### config.mk
export PLATFORM = sky130hd
export DESIGN_NAME = rgb_to_yuv420_planar
export DESIGN_NICKNAME = d
export VERILOG_FILES = /design/src/rtl/ryuv_pkg.sv /design/src/rtl/ryuv_fifo.sv /design/src/rtl/ryuv_front.sv /design/src/rtl/ryuv_back.sv /design/src/rtl/rgb_to_yuv420_planar.sv
export SDC_FILE = /design/constraint.sdc
export NUM_CORES = 2
export LEC_CHECK = 0
export BUFFER_PORTS_ARGS = -buffer_cell sky130_fd_sc_hd__buf_2
export CAP_MARGIN = 15
export CORE_MARGIN = 4
export CORE_UTILIZATION = 45
export DETAILED_ROUTE_END_ITERATION = 7
export PLACE_DENSITY = 0.73
export SYNTH_ARGS = -nofsm -noshare
export SYNTH_HDL_FRONTEND = slang
export SYNTH_SLANG_ARGS = --single-unit
### constraint.sdc
create_clock -name clk -period 8.66 [get_ports clk]
set_input_delay 1.732 -clock clk [delete_from_list [all_inputs] [get_ports clk]]
set_output_delay 1.732 -clock clk [all_outputs]
set_load 0.1 [all_outputs]
### src/rtl/ryuv_pkg.sv
// ----------------------------------------------------------------------------
// ryuv_pkg
// Shared types, constants and helpers of the RGB to planar YUV 4:2:0 converter.
// ----------------------------------------------------------------------------
package ryuv_pkg;

	localparam int CFG_W     = 13;
	localparam int CFG_IDX_W = 1;
	localparam int COMP_W    = 8;
	localparam int SAMPLE_W  = 8;
	localparam int ADDR_W    = 25;
	localparam int SRC_W     = 24;
	localparam int LUMA_W    = 24;
	localparam int CHROMA_W  = 22;
	localparam int IMG_W     = 2 * CFG_W;
	localparam int COEF_W    = 12;
	localparam int SUM_W     = SAMPLE_W + 2;

	localparam int DEF_MAX_WIDTH   = 4096;
	localparam int DEF_MAX_HEIGHT  = 4096;
	localparam int DEF_QUEUE_DEPTH = 4;

	localparam logic [CFG_W-1:0] DEF_FRAME_WIDTH  = 13'd640;
	localparam logic [CFG_W-1:0] DEF_FRAME_HEIGHT = 13'd480;

	localparam logic [COEF_W-1:0] K_Y_R = 12'd1224;
	localparam logic [COEF_W-1:0] K_Y_G = 12'd2404;
	localparam logic [COEF_W-1:0] K_Y_B = 12'd469;
	localparam logic [COEF_W-1:0] K_U_R = 12'd692;
	localparam logic [COEF_W-1:0] K_U_G = 12'd1356;
	localparam logic [COEF_W-1:0] K_V_G = 12'd1731;
	localparam logic [COEF_W-1:0] K_V_B = 12'd334;
	localparam logic [SUM_W-1:0]  CHROMA_OFFSET = 10'd128;

	typedef enum logic [CFG_IDX_W-1:0] {
		REG_FRAME_WIDTH  = 1'b0,
		REG_FRAME_HEIGHT = 1'b1
	} cfg_reg_t;

	typedef enum logic [1:0] {
		PLANE_Y = 2'd0,
		PLANE_U = 2'd1,
		PLANE_V = 2'd2
	} plane_t;

	typedef struct packed {
		logic [SAMPLE_W-1:0] y;
		logic [SAMPLE_W-1:0] u;
		logic [SAMPLE_W-1:0] v;
		logic [LUMA_W-1:0]   luma_addr;
		logic [ADDR_W-1:0]   u_addr;
		logic [ADDR_W-1:0]   v_addr;
		logic [SRC_W-1:0]    src;
		logic                chroma;
		logic                fend;
	} ryuv_item_t;

	typedef struct packed {
		logic full;
		logic empty;
	} ryuv_qstat_t;

	function automatic logic [CFG_W-1:0] eff_size(input logic [CFG_W-1:0] v,
	                                              input logic [CFG_W:0] maxv);
		logic [CFG_W:0] c;
		c = {1'b0, v};
		if (c < (CFG_W+1)'(2))
			c = (CFG_W+1)'(2);
		if (c > maxv)
			c = maxv;
		c[0] = 1'b0;
		return c[CFG_W-1:0];
	endfunction

	function automatic logic [SAMPLE_W-1:0] mul_shr(input logic [COMP_W-1:0] x,
	                                                input logic [COEF_W-1:0] k);
		logic [COMP_W+COEF_W-1:0] p;
		p = {{COEF_W{1'b0}}, x} * {{COMP_W{1'b0}}, k};
		return p[COMP_W+COEF_W-1:COEF_W];
	endfunction

endpackage

### src/rtl/ryuv_fifo.sv
// ----------------------------------------------------------------------------
// ryuv_fifo
// Short word queue between the pixel front end and the result sequencer.
// ----------------------------------------------------------------------------
module ryuv_fifo import ryuv_pkg::*; #(
	parameter int DEPTH = DEF_QUEUE_DEPTH
) (
	input  logic        clk,
	input  logic        arst_n,
	input  logic        push,
	input  ryuv_item_t  push_item,
	input  logic        pop,
	output ryuv_item_t  head,
	output ryuv_qstat_t qstat
);

	localparam int PTR_W = (DEPTH > 1) ? $clog2(DEPTH) : 1;
	localparam int CNT_W = $clog2(DEPTH + 1);

	ryuv_item_t        entries_q [DEPTH];
	logic [PTR_W-1:0]  wr_ptr_q;
	logic [PTR_W-1:0]  rd_ptr_q;
	logic [CNT_W-1:0]  count_q;

	assign qstat.full  = (count_q == CNT_W'(DEPTH));
	assign qstat.empty = (count_q == '0);
	assign head        = entries_q[rd_ptr_q];

	always_ff @(posedge clk) begin
		if (push)
			entries_q[wr_ptr_q] <= push_item;
	end

	always_ff @(posedge clk or negedge arst_n) begin
		if (!arst_n) begin
			wr_ptr_q <= '0;
			rd_ptr_q <= '0;
			count_q  <= '0;
		end else begin
			if (push)
				wr_ptr_q <= (wr_ptr_q == PTR_W'(DEPTH - 1)) ? '0 : wr_ptr_q + PTR_W'(1);
			if (pop)
				rd_ptr_q <= (rd_ptr_q == PTR_W'(DEPTH - 1)) ? '0 : rd_ptr_q + PTR_W'(1);
			if (push && !pop)
				count_q <= count_q + CNT_W'(1);
			else if (pop && !push)
				count_q <= count_q - CNT_W'(1);
		end
	end

	a_no_overflow: assert property (@(posedge clk) disable iff (!arst_n)
		push |-> !qstat.full) else $error("push into full queue");

	a_no_underflow: assert property (@(posedge clk) disable iff (!arst_n)
		pop |-> !qstat.empty) else $error("pop from empty queue");

endmodule

### src/rtl/ryuv_front.sv
// ----------------------------------------------------------------------------
// ryuv_front
// Frame size registers, raster counters, color products and result addresses.
// ----------------------------------------------------------------------------
module ryuv_front import ryuv_pkg::*; #(
	parameter int MAX_WIDTH  = DEF_MAX_WIDTH,
	parameter int MAX_HEIGHT = DEF_MAX_HEIGHT
) (
	input  logic                 clk,
	input  logic                 arst_n,
	input  logic                 cfg_write,
	input  logic [CFG_IDX_W-1:0] cfg_index,
	input  logic [CFG_W-1:0]     cfg_data,
	input  logic                 in_valid,
	output logic                 in_stall,
	input  logic [COMP_W-1:0]    red,
	input  logic [COMP_W-1:0]    green,
	input  logic [COMP_W-1:0]    blue,
	output logic                 push,
	output ryuv_item_t           push_item,
	input  ryuv_qstat_t          qstat
);

	localparam int COL_W = (MAX_WIDTH > 2) ? $clog2(MAX_WIDTH) : 1;
	localparam int ROW_W = (MAX_HEIGHT > 2) ? $clog2(MAX_HEIGHT) : 1;
	localparam logic [CFG_W:0] MAXW = (CFG_W+1)'(MAX_WIDTH);
	localparam logic [CFG_W:0] MAXH = (CFG_W+1)'(MAX_HEIGHT);

	logic [CFG_W-1:0]    frame_width_q, frame_height_q;
	logic [CFG_W-1:0]    w_eff, h_eff;
	logic [IMG_W-1:0]    img_q;
	logic [COL_W-1:0]    column_q;
	logic [ROW_W-1:0]    row_q;
	logic [LUMA_W-1:0]   luma_q;
	logic [CHROMA_W-1:0] chroma_idx_q;
	logic                col_last, row_last, fend, chroma, accept, restart;
	logic                adv2, ld1;

	logic                s1_v_q;
	logic [COMP_W-1:0]   red_s1, green_s1, blue_s1;
	logic [COL_W-1:0]    column_s1;
	logic [LUMA_W-1:0]   luma_s1;
	logic [CHROMA_W-1:0] chroma_idx_s1;
	logic                chroma_s1, fend_s1;

	logic                s2_v_q;
	logic [COMP_W-1:0]   red_s2, blue_s2;
	logic [SAMPLE_W-1:0] t_yr_s2, t_yg_s2, t_yb_s2, t_ur_s2, t_ug_s2, t_vg_s2, t_vb_s2;
	logic [LUMA_W-1:0]   luma_s2;
	logic [ADDR_W-1:0]   u_addr_s2, v_addr_s2;
	logic [SRC_W-1:0]    src_s2;
	logic                chroma_s2, fend_s2;
	logic [SUM_W-1:0]    y_sum, u_sum, v_sum;

	assign w_eff    = eff_size(frame_width_q, MAXW);
	assign h_eff    = eff_size(frame_height_q, MAXH);
	assign col_last = (CFG_W'(column_q) == w_eff - CFG_W'(1));
	assign row_last = (CFG_W'(row_q) == h_eff - CFG_W'(1));
	assign fend     = col_last && row_last;
	assign chroma   = column_q[0] & row_q[0];
	assign restart  = cfg_write;

	assign adv2     = !s2_v_q || !qstat.full;
	assign ld1      = !s1_v_q || adv2;
	assign in_stall = !ld1;
	assign accept   = in_valid && ld1;
	assign push     = s2_v_q && !qstat.full;

	always_ff @(posedge clk or negedge arst_n) begin
		if (!arst_n) begin
			frame_width_q  <= DEF_FRAME_WIDTH;
			frame_height_q <= DEF_FRAME_HEIGHT;
		end else if (cfg_write) begin
			unique case (cfg_reg_t'(cfg_index))
				REG_FRAME_WIDTH:  frame_width_q  <= cfg_data;
				REG_FRAME_HEIGHT: frame_height_q <= cfg_data;
				default: ;
			endcase
		end
	end

	always_ff @(posedge clk) begin
		img_q <= {{CFG_W{1'b0}}, w_eff} * {{CFG_W{1'b0}}, h_eff};
	end

	// raster counters
	always_ff @(posedge clk or negedge arst_n) begin
		if (!arst_n) begin
			column_q     <= '0;
			row_q        <= '0;
			luma_q       <= '0;
			chroma_idx_q <= '0;
		end else if (restart || (accept && fend)) begin
			column_q     <= '0;
			row_q        <= '0;
			luma_q       <= '0;
			chroma_idx_q <= '0;
		end else if (accept) begin
			luma_q <= luma_q + LUMA_W'(1);
			if (chroma)
				chroma_idx_q <= chroma_idx_q + CHROMA_W'(1);
			if (col_last) begin
				column_q <= '0;
				row_q    <= row_q + ROW_W'(1);
			end else begin
				column_q <= column_q + COL_W'(1);
			end
		end
	end

	always_ff @(posedge clk or negedge arst_n) begin
		if (!arst_n) begin
			s1_v_q <= 1'b0;
			s2_v_q <= 1'b0;
		end else begin
			if (ld1)
				s1_v_q <= in_valid;
			if (adv2)
				s2_v_q <= s1_v_q;
		end
	end

	always_ff @(posedge clk) begin
		if (accept) begin
			red_s1        <= red;
			green_s1      <= green;
			blue_s1       <= blue;
			column_s1     <= column_q;
			luma_s1       <= luma_q;
			chroma_idx_s1 <= chroma_idx_q;
			chroma_s1     <= chroma;
			fend_s1       <= fend;
		end
	end

	always_ff @(posedge clk) begin
		if (adv2 && s1_v_q) begin
			red_s2    <= red_s1;
			blue_s2   <= blue_s1;
			t_yr_s2   <= mul_shr(red_s1, K_Y_R);
			t_yg_s2   <= mul_shr(green_s1, K_Y_G);
			t_yb_s2   <= mul_shr(blue_s1, K_Y_B);
			t_ur_s2   <= mul_shr(red_s1, K_U_R);
			t_ug_s2   <= mul_shr(green_s1, K_U_G);
			t_vg_s2   <= mul_shr(green_s1, K_V_G);
			t_vb_s2   <= mul_shr(blue_s1, K_V_B);
			luma_s2   <= luma_s1;
			u_addr_s2 <= img_q[ADDR_W-1:0] + ADDR_W'(chroma_idx_s1);
			v_addr_s2 <= img_q[ADDR_W-1:0] + ADDR_W'(img_q >> 2) + ADDR_W'(chroma_idx_s1);
			src_s2    <= img_q[SRC_W-1:0] - SRC_W'(w_eff) - luma_s1
			             + (SRC_W'(column_s1) << 1);
			chroma_s2 <= chroma_s1;
			fend_s2   <= fend_s1;
		end
	end

	always_comb begin
		y_sum = {2'b00, t_yr_s2} + {2'b00, t_yg_s2} + {2'b00, t_yb_s2};
		u_sum = {3'b000, blue_s2[COMP_W-1:1]} + CHROMA_OFFSET
		        - {2'b00, t_ur_s2} - {2'b00, t_ug_s2};
		v_sum = {3'b000, red_s2[COMP_W-1:1]} + CHROMA_OFFSET
		        - {2'b00, t_vg_s2} - {2'b00, t_vb_s2};
		push_item.y         = y_sum[SAMPLE_W-1:0];
		push_item.u         = u_sum[SAMPLE_W-1:0];
		push_item.v         = v_sum[SAMPLE_W-1:0];
		push_item.luma_addr = luma_s2;
		push_item.u_addr    = u_addr_s2;
		push_item.v_addr    = v_addr_s2;
		push_item.src       = src_s2;
		push_item.chroma    = chroma_s2;
		push_item.fend      = fend_s2;
	end

	a_accept_loads: assert property (@(posedge clk) disable iff (!arst_n)
		accept |=> s1_v_q) else $error("accepted word not held in first stage");

endmodule

### src/rtl/ryuv_back.sv
// ----------------------------------------------------------------------------
// ryuv_back
// Result sequencer: emits Y, then U and V at chroma sites, into an output register.
// ----------------------------------------------------------------------------
module ryuv_back import ryuv_pkg::*; (
	input  logic                clk,
	input  logic                arst_n,
	input  ryuv_item_t          head,
	input  ryuv_qstat_t         qstat,
	output logic                pop,
	output logic                out_valid,
	input  logic                out_stall,
	output logic [1:0]          plane,
	output logic [SAMPLE_W-1:0] sample_value,
	output logic [ADDR_W-1:0]   write_address,
	output logic [SRC_W-1:0]    source_index,
	output logic                last_of_pixel,
	output logic                frame_end
);

	plane_t              phase_q, phase_d;
	logic                out_valid_q;
	plane_t              plane_q;
	logic [SAMPLE_W-1:0] sample_q;
	logic [ADDR_W-1:0]   addr_q;
	logic [SRC_W-1:0]    src_q;
	logic                last_q, fend_q;
	logic                take, last;
	logic [SAMPLE_W-1:0] sample_d;
	logic [ADDR_W-1:0]   addr_d;

	assign take = !qstat.empty && (!out_valid_q || !out_stall);
	assign last = !head.chroma || (phase_q == PLANE_V);
	assign pop  = take && last;

	always_comb begin
		phase_d  = PLANE_Y;
		sample_d = head.y;
		addr_d   = {{(ADDR_W-LUMA_W){1'b0}}, head.luma_addr};
		unique case (phase_q)
			PLANE_Y: begin
				phase_d = PLANE_U;
			end
			PLANE_U: begin
				phase_d  = PLANE_V;
				sample_d = head.u;
				addr_d   = head.u_addr;
			end
			PLANE_V: begin
				phase_d  = PLANE_Y;
				sample_d = head.v;
				addr_d   = head.v_addr;
			end
			default: phase_d = PLANE_Y;
		endcase
		if (last)
			phase_d = PLANE_Y;
	end

	always_ff @(posedge clk or negedge arst_n) begin
		if (!arst_n) begin
			phase_q     <= PLANE_Y;
			out_valid_q <= 1'b0;
		end else begin
			if (take)
				phase_q <= phase_d;
			if (take)
				out_valid_q <= 1'b1;
			else if (!out_stall)
				out_valid_q <= 1'b0;
		end
	end

	always_ff @(posedge clk) begin
		if (take) begin
			plane_q  <= phase_q;
			sample_q <= sample_d;
			addr_q   <= addr_d;
			src_q    <= head.src;
			last_q   <= last;
			fend_q   <= head.fend;
		end
	end

	assign out_valid     = out_valid_q;
	assign plane         = plane_q;
	assign sample_value  = sample_q;
	assign write_address = addr_q;
	assign source_index  = src_q;
	assign last_of_pixel = last_q;
	assign frame_end     = fend_q;

	a_hold_mid_pixel: assert property (@(posedge clk) disable iff (!arst_n)
		(phase_q != PLANE_Y) |-> !qstat.empty) else $error("pixel word lost mid sequence");

	a_chroma_phase: assert property (@(posedge clk) disable iff (!arst_n)
		(phase_q != PLANE_Y) |-> head.chroma) else $error("chroma phase on luma-only word");

endmodule

### src/rtl/rgb_to_yuv420_planar.sv
// ----------------------------------------------------------------------------
// rgb_to_yuv420_planar
// RGB pixel stream to planar YUV 4:2:0 samples with buffer addresses.
// ----------------------------------------------------------------------------
// Pixels enter in raster order, one per cycle while the internal queue has
// room; each yields a luma word, and a pixel at odd column and odd row also
// yields U and V words, all on one result port that moves one word per cycle
// while out_stall is low. That single result port sets the sustained rate;
// pixels keep entering while earlier words wait in the queue. A pixel's
// words pass the front stages s1 and s2, the queue and the output register.
// Writing frame_width or frame_height restarts the frame; sizes are clamped
// to [2, MAX] and rounded down to even.
module rgb_to_yuv420_planar import ryuv_pkg::*; #(
	parameter int MAX_WIDTH   = DEF_MAX_WIDTH,
	parameter int MAX_HEIGHT  = DEF_MAX_HEIGHT,
	parameter int QUEUE_DEPTH = DEF_QUEUE_DEPTH
) (
	input  logic                 clk,
	input  logic                 arst_n,
	input  logic                 cfg_write,
	input  logic [CFG_IDX_W-1:0] cfg_index,
	input  logic [CFG_W-1:0]     cfg_data,
	input  logic                 in_valid,
	output logic                 in_stall,
	input  logic [COMP_W-1:0]    red,
	input  logic [COMP_W-1:0]    green,
	input  logic [COMP_W-1:0]    blue,
	output logic                 out_valid,
	input  logic                 out_stall,
	output logic [1:0]           plane,
	output logic [SAMPLE_W-1:0]  sample_value,
	output logic [ADDR_W-1:0]    write_address,
	output logic [SRC_W-1:0]     source_index,
	output logic                 last_of_pixel,
	output logic                 frame_end
);

	logic        push, pop;
	ryuv_item_t  push_item, head;
	ryuv_qstat_t qstat;

	ryuv_front #(
		.MAX_WIDTH (MAX_WIDTH),
		.MAX_HEIGHT(MAX_HEIGHT)
	) u_front (
		.clk      (clk),
		.arst_n   (arst_n),
		.cfg_write(cfg_write),
		.cfg_index(cfg_index),
		.cfg_data (cfg_data),
		.in_valid (in_valid),
		.in_stall (in_stall),
		.red      (red),
		.green    (green),
		.blue     (blue),
		.push     (push),
		.push_item(push_item),
		.qstat    (qstat)
	);

	ryuv_fifo #(
		.DEPTH(QUEUE_DEPTH)
	) u_fifo (
		.clk      (clk),
		.arst_n   (arst_n),
		.push     (push),
		.push_item(push_item),
		.pop      (pop),
		.head     (head),
		.qstat    (qstat)
	);

	ryuv_back u_back (
		.clk          (clk),
		.arst_n       (arst_n),
		.head         (head),
		.qstat        (qstat),
		.pop          (pop),
		.out_valid    (out_valid),
		.out_stall    (out_stall),
		.plane        (plane),
		.sample_value (sample_value),
		.write_address(write_address),
		.source_index (source_index),
		.last_of_pixel(last_of_pixel),
		.frame_end    (frame_end)
	);

endmodule
==> metrics.txt <==
ANT nets after route 0; Primary FF master, synth edfxtp_1; FF-to-FF setup slack 1620 ps; CTS tree yes; share of async-settable or async-resettable flops after synthesis 0.117; NumNets Final 4678; first-pass detailed-route iteration total 5; worst slew pin tran roughly 1100 ps; Top Ports 106; GRT Util Overall 0.191; critical path fanouts, max 30; R2R Path End u_front.img_q[25]$_DFF_P_; Slew headroom 0.262; Pwr per Cell Area 397 nW/um2; worst path arrival time 7590 ps; Synth Instances 3789; final hold vios 0; port bufs 105; synth cell count leaders 795 x edfxtp_1, 519 x inv_1, 459 x ha_1; yosys warns 0; Mapped Area between 50000 and 60000 um2; number of vias per cell between 5 and 6; FP Rows 123; crit path max-delay cell type dfrtp_1; crit path from u_front.frame_height_q[12]$_DFFE_PN0P_; Netlist cell types 87; crit path cell chain buf_4 -> nor2b_1 -> nand2_1 -> fa_1 -> fa_1 -> inv_1 -> ha_1 -> fa_1 -> inv_1 -> fa_1 -> inv_1 -> ha_1 -> o21ai_0 -> a21oi_1 -> a31o_2 -> o41ai_1 -> nand4b_1 -> a31oi_1 -> a21o_1 -> a21oi_1 -> xnor2_1; critical path class register to register; area delta synth->final 10.8%; gpl congestion 0.910; Max Cap Viol 0; net count after synthesis 4538; DRC 0; latest clock arrival within the worst-skew pair 680 ps; antenna violations before repair 8; wire per inst ~21 um; Worst Setup Start Kind register; CTS buffer count 95; total power 22.6 mW; grt ovf 0; Hold/Removal Path Class register to register; EDFF count, synth between 700 and 800; CP endpoint kind register; number of global-route vias before repair around 31000; Achievable Freq 0.142 GHz; setup TNS 0 ps; main area contributors after synthesis edfxtp_1 46%, ha_1 11%, fa_1 9.6%; Worst-path clk slew 60 ps; dpl hpwl 79600 um; cell taking the most area after synthesis edfxtp_1; CTS H-tree lvls 3; Die Height ~350 um; Worst VDD drop 0.000230 V; chip width between 300 and 400 um; top cell type's share of synthesized area 0.464; skew final ~35 ps; minimum clock period 7040 ps; Mapped Avg Cell Area 13.6 um2; HP Start u_front.fend_s1$_DFFE_PP_; Slew Limit Fails 0; area of the die approximately 120000 um2; max incr delay on CP 710 ps; Hold Crit Depth 0; Bufs on Longest Clock Path 3; Critical Path RT 9210 ps; layout cells sized above 1 0.119; Worst R2R Path Depth 21; most common cell in the synthesized netlist edfxtp_1; Lkg Pwr around 23 nW; Clock Tree Root clkbuf_16; Sink Count 927; Final Cycle Share 0.812; post-cts repair resize count 0; Seq/Total Area, Yosys 0.526; setup violators final 0; Post-CTS Setup Bufs 0; status finished clean; final hold slack 420 ps; core area 113000 um2; Initial Util 0.455; DRT iter0 DRCs 2175; routed wire length about 110000 um; critical path's most frequent cell fa_1; vias post-DR 29776; Worst R2R Start u_front.frame_height_q[12]$_DFFE_PN0P_; # hold bufs at CTS 0; unrepaired setup endpoints after global routing false; pin count of the biggest net entering global routing 156; flops & latches, synth a little over 900; Worst Hold Path EP u_front.fend_s2$_DFFE_PP_; global-route wire length before repair 179000 um
[metal layers]
metal  track usage  wire (um)
met1         0.271      50400
met4        0.0564       3220
met2         0.304      52500
met3        0.0352       7150
met5             0          0
[final cells by class]
type | count | area, um2
fillers | 9519 | 56000
flip-flops and latches | 927 | 27100
multi-input cells | 2242 | 22100
clock buffers | 127 | 2590
inverters | 524 | 1970
well taps | 1500 | 1880
repair buffers | 139 | 808
clock inverters | 50 | 611
diodes | 2 | 5.00
[critical path, delay by kind of cell, from the launching register on]
kind | cells | cell delay, ps
adders and majority gates | 6 | 2780
AOI/OAI and AO/OA | 7 | 1770
and+or+nand+nor | 3 | 1100
DFF | 1 | 710
buffers and inverters | 4 | 490
xor gates and xnor gates | 1 | 80
[per-stage QoR]
step	cells	cell area, um2	setup slack (ps)	utilization
finish	5511	57000	1620	0.505
global route	5509	57000	1300	0.505
CTS	5508	57000	1700	0.504
detailed placement	5331	53800	1750	0.476
global placement	5331	53800	1830	0.476
floorplan	3789	51400	422	-
[sequential cells by signal, indices dropped and copies added (netlist names), 12 cells and up]
signal and flops:
u_front.luma_s2 23, u_front.v_addr_s2 25, u_fifo.entries_q 492, u_front.frame_height_q 13
u_front.column_q 12, u_front.luma_s1 24, u_front.row_q 12, u_front.src_s2 24
u_front.frame_width_q 13, u_front.luma_q 24, u_back.source_index 24, u_front.column_s1 12
u_front.chroma_idx_s1 22, u_front.u_addr_s2 25, u_front.img_q 24, u_back.write_address 25
u_front.chroma_idx_q 22
[worst max-delay path by stage]
stage | to | slack [ps] | depth (start not counted)
after global routing | u_front.img_q[25]$_DFF_P_ | 1300 | 21
final | u_front.img_q[25]$_DFF_P_ | 1620 | 21
after CTS | u_front.img_q[25]$_DFF_P_ | 1700 | 21
after global placement | u_front.img_q[25]$_DFF_P_ | 1830 | 21
after detailed placement | u_front.img_q[25]$_DFF_P_ | 1750 | 21
after floorplan | u_front.blue_s2[1]$_DFFE_PP_ | 420 | 2
[cell families (layout without fill, tap and decap cells)]
| group | count (synthesis) | after routing | share of synthesized area |
|---|---|---|---|
| flops | 927 | 927 | 0.526 |
| simple gates | 746 | 746 | 0.0691 |
| fa+ha+maj | 706 | 706 | 0.208 |
| buf+inv | 620 | 840 | 0.0457 |
| compound gates | 432 | 432 | 0.0560 |
| xor+xnor | 201 | 201 | 0.0342 |
| mux | 157 | 157 | 0.0611 |
| other cells | 0 | 2 | 0 |
[layout by cell type (no fill, tap or decap), types with 9 or more instances in the layout]
cell type / n
edfxtp_1: 795
inv_1: 518
ha_1: 458
nor2_1: 253
fa_1: 247
nand2_1: 196
a21oi_1: 131
xnor2_1: 126
mux4_2: 123
buf_2: 104
dfrtp_1: 100
clkbuf_16: 96
xor2_1: 75
o21ai_0: 58
nor3_1: 41
nand3_1: 41
nor2b_1: 35
o21a_1: 35
a21o_1: 34
a22oi_1: 33
buf_4: 33
and3_1: 30
mux2_2: 27
and2_1: 25
nand2b_1: 24
clkbuf_1: 24
dfxtp_1: 24
o21bai_1: 19
a211oi_1: 19
nor4_1: 18
or3_1: 17
clkinv_1: 14
a31oi_1: 13
nand4_1: 13
clkinv_2: 12
or2_2: 10
bufinv_16: 10
o31a_1: 9
o2111ai_1: 9
[power by group]
| group | switching [mW] | internal [mW] | total (mW) |
|---|---|---|---|
| Clock | 1.74 | 2.42 | 4.16 |
| Sequential | 0.827 | 7.32 | 8.15 |
| Combinational | 6.49 | 3.79 | 10.3 |
| Total | 9.06 | 13.5 | 22.6 |
Power figures use the tool's default switching activity.
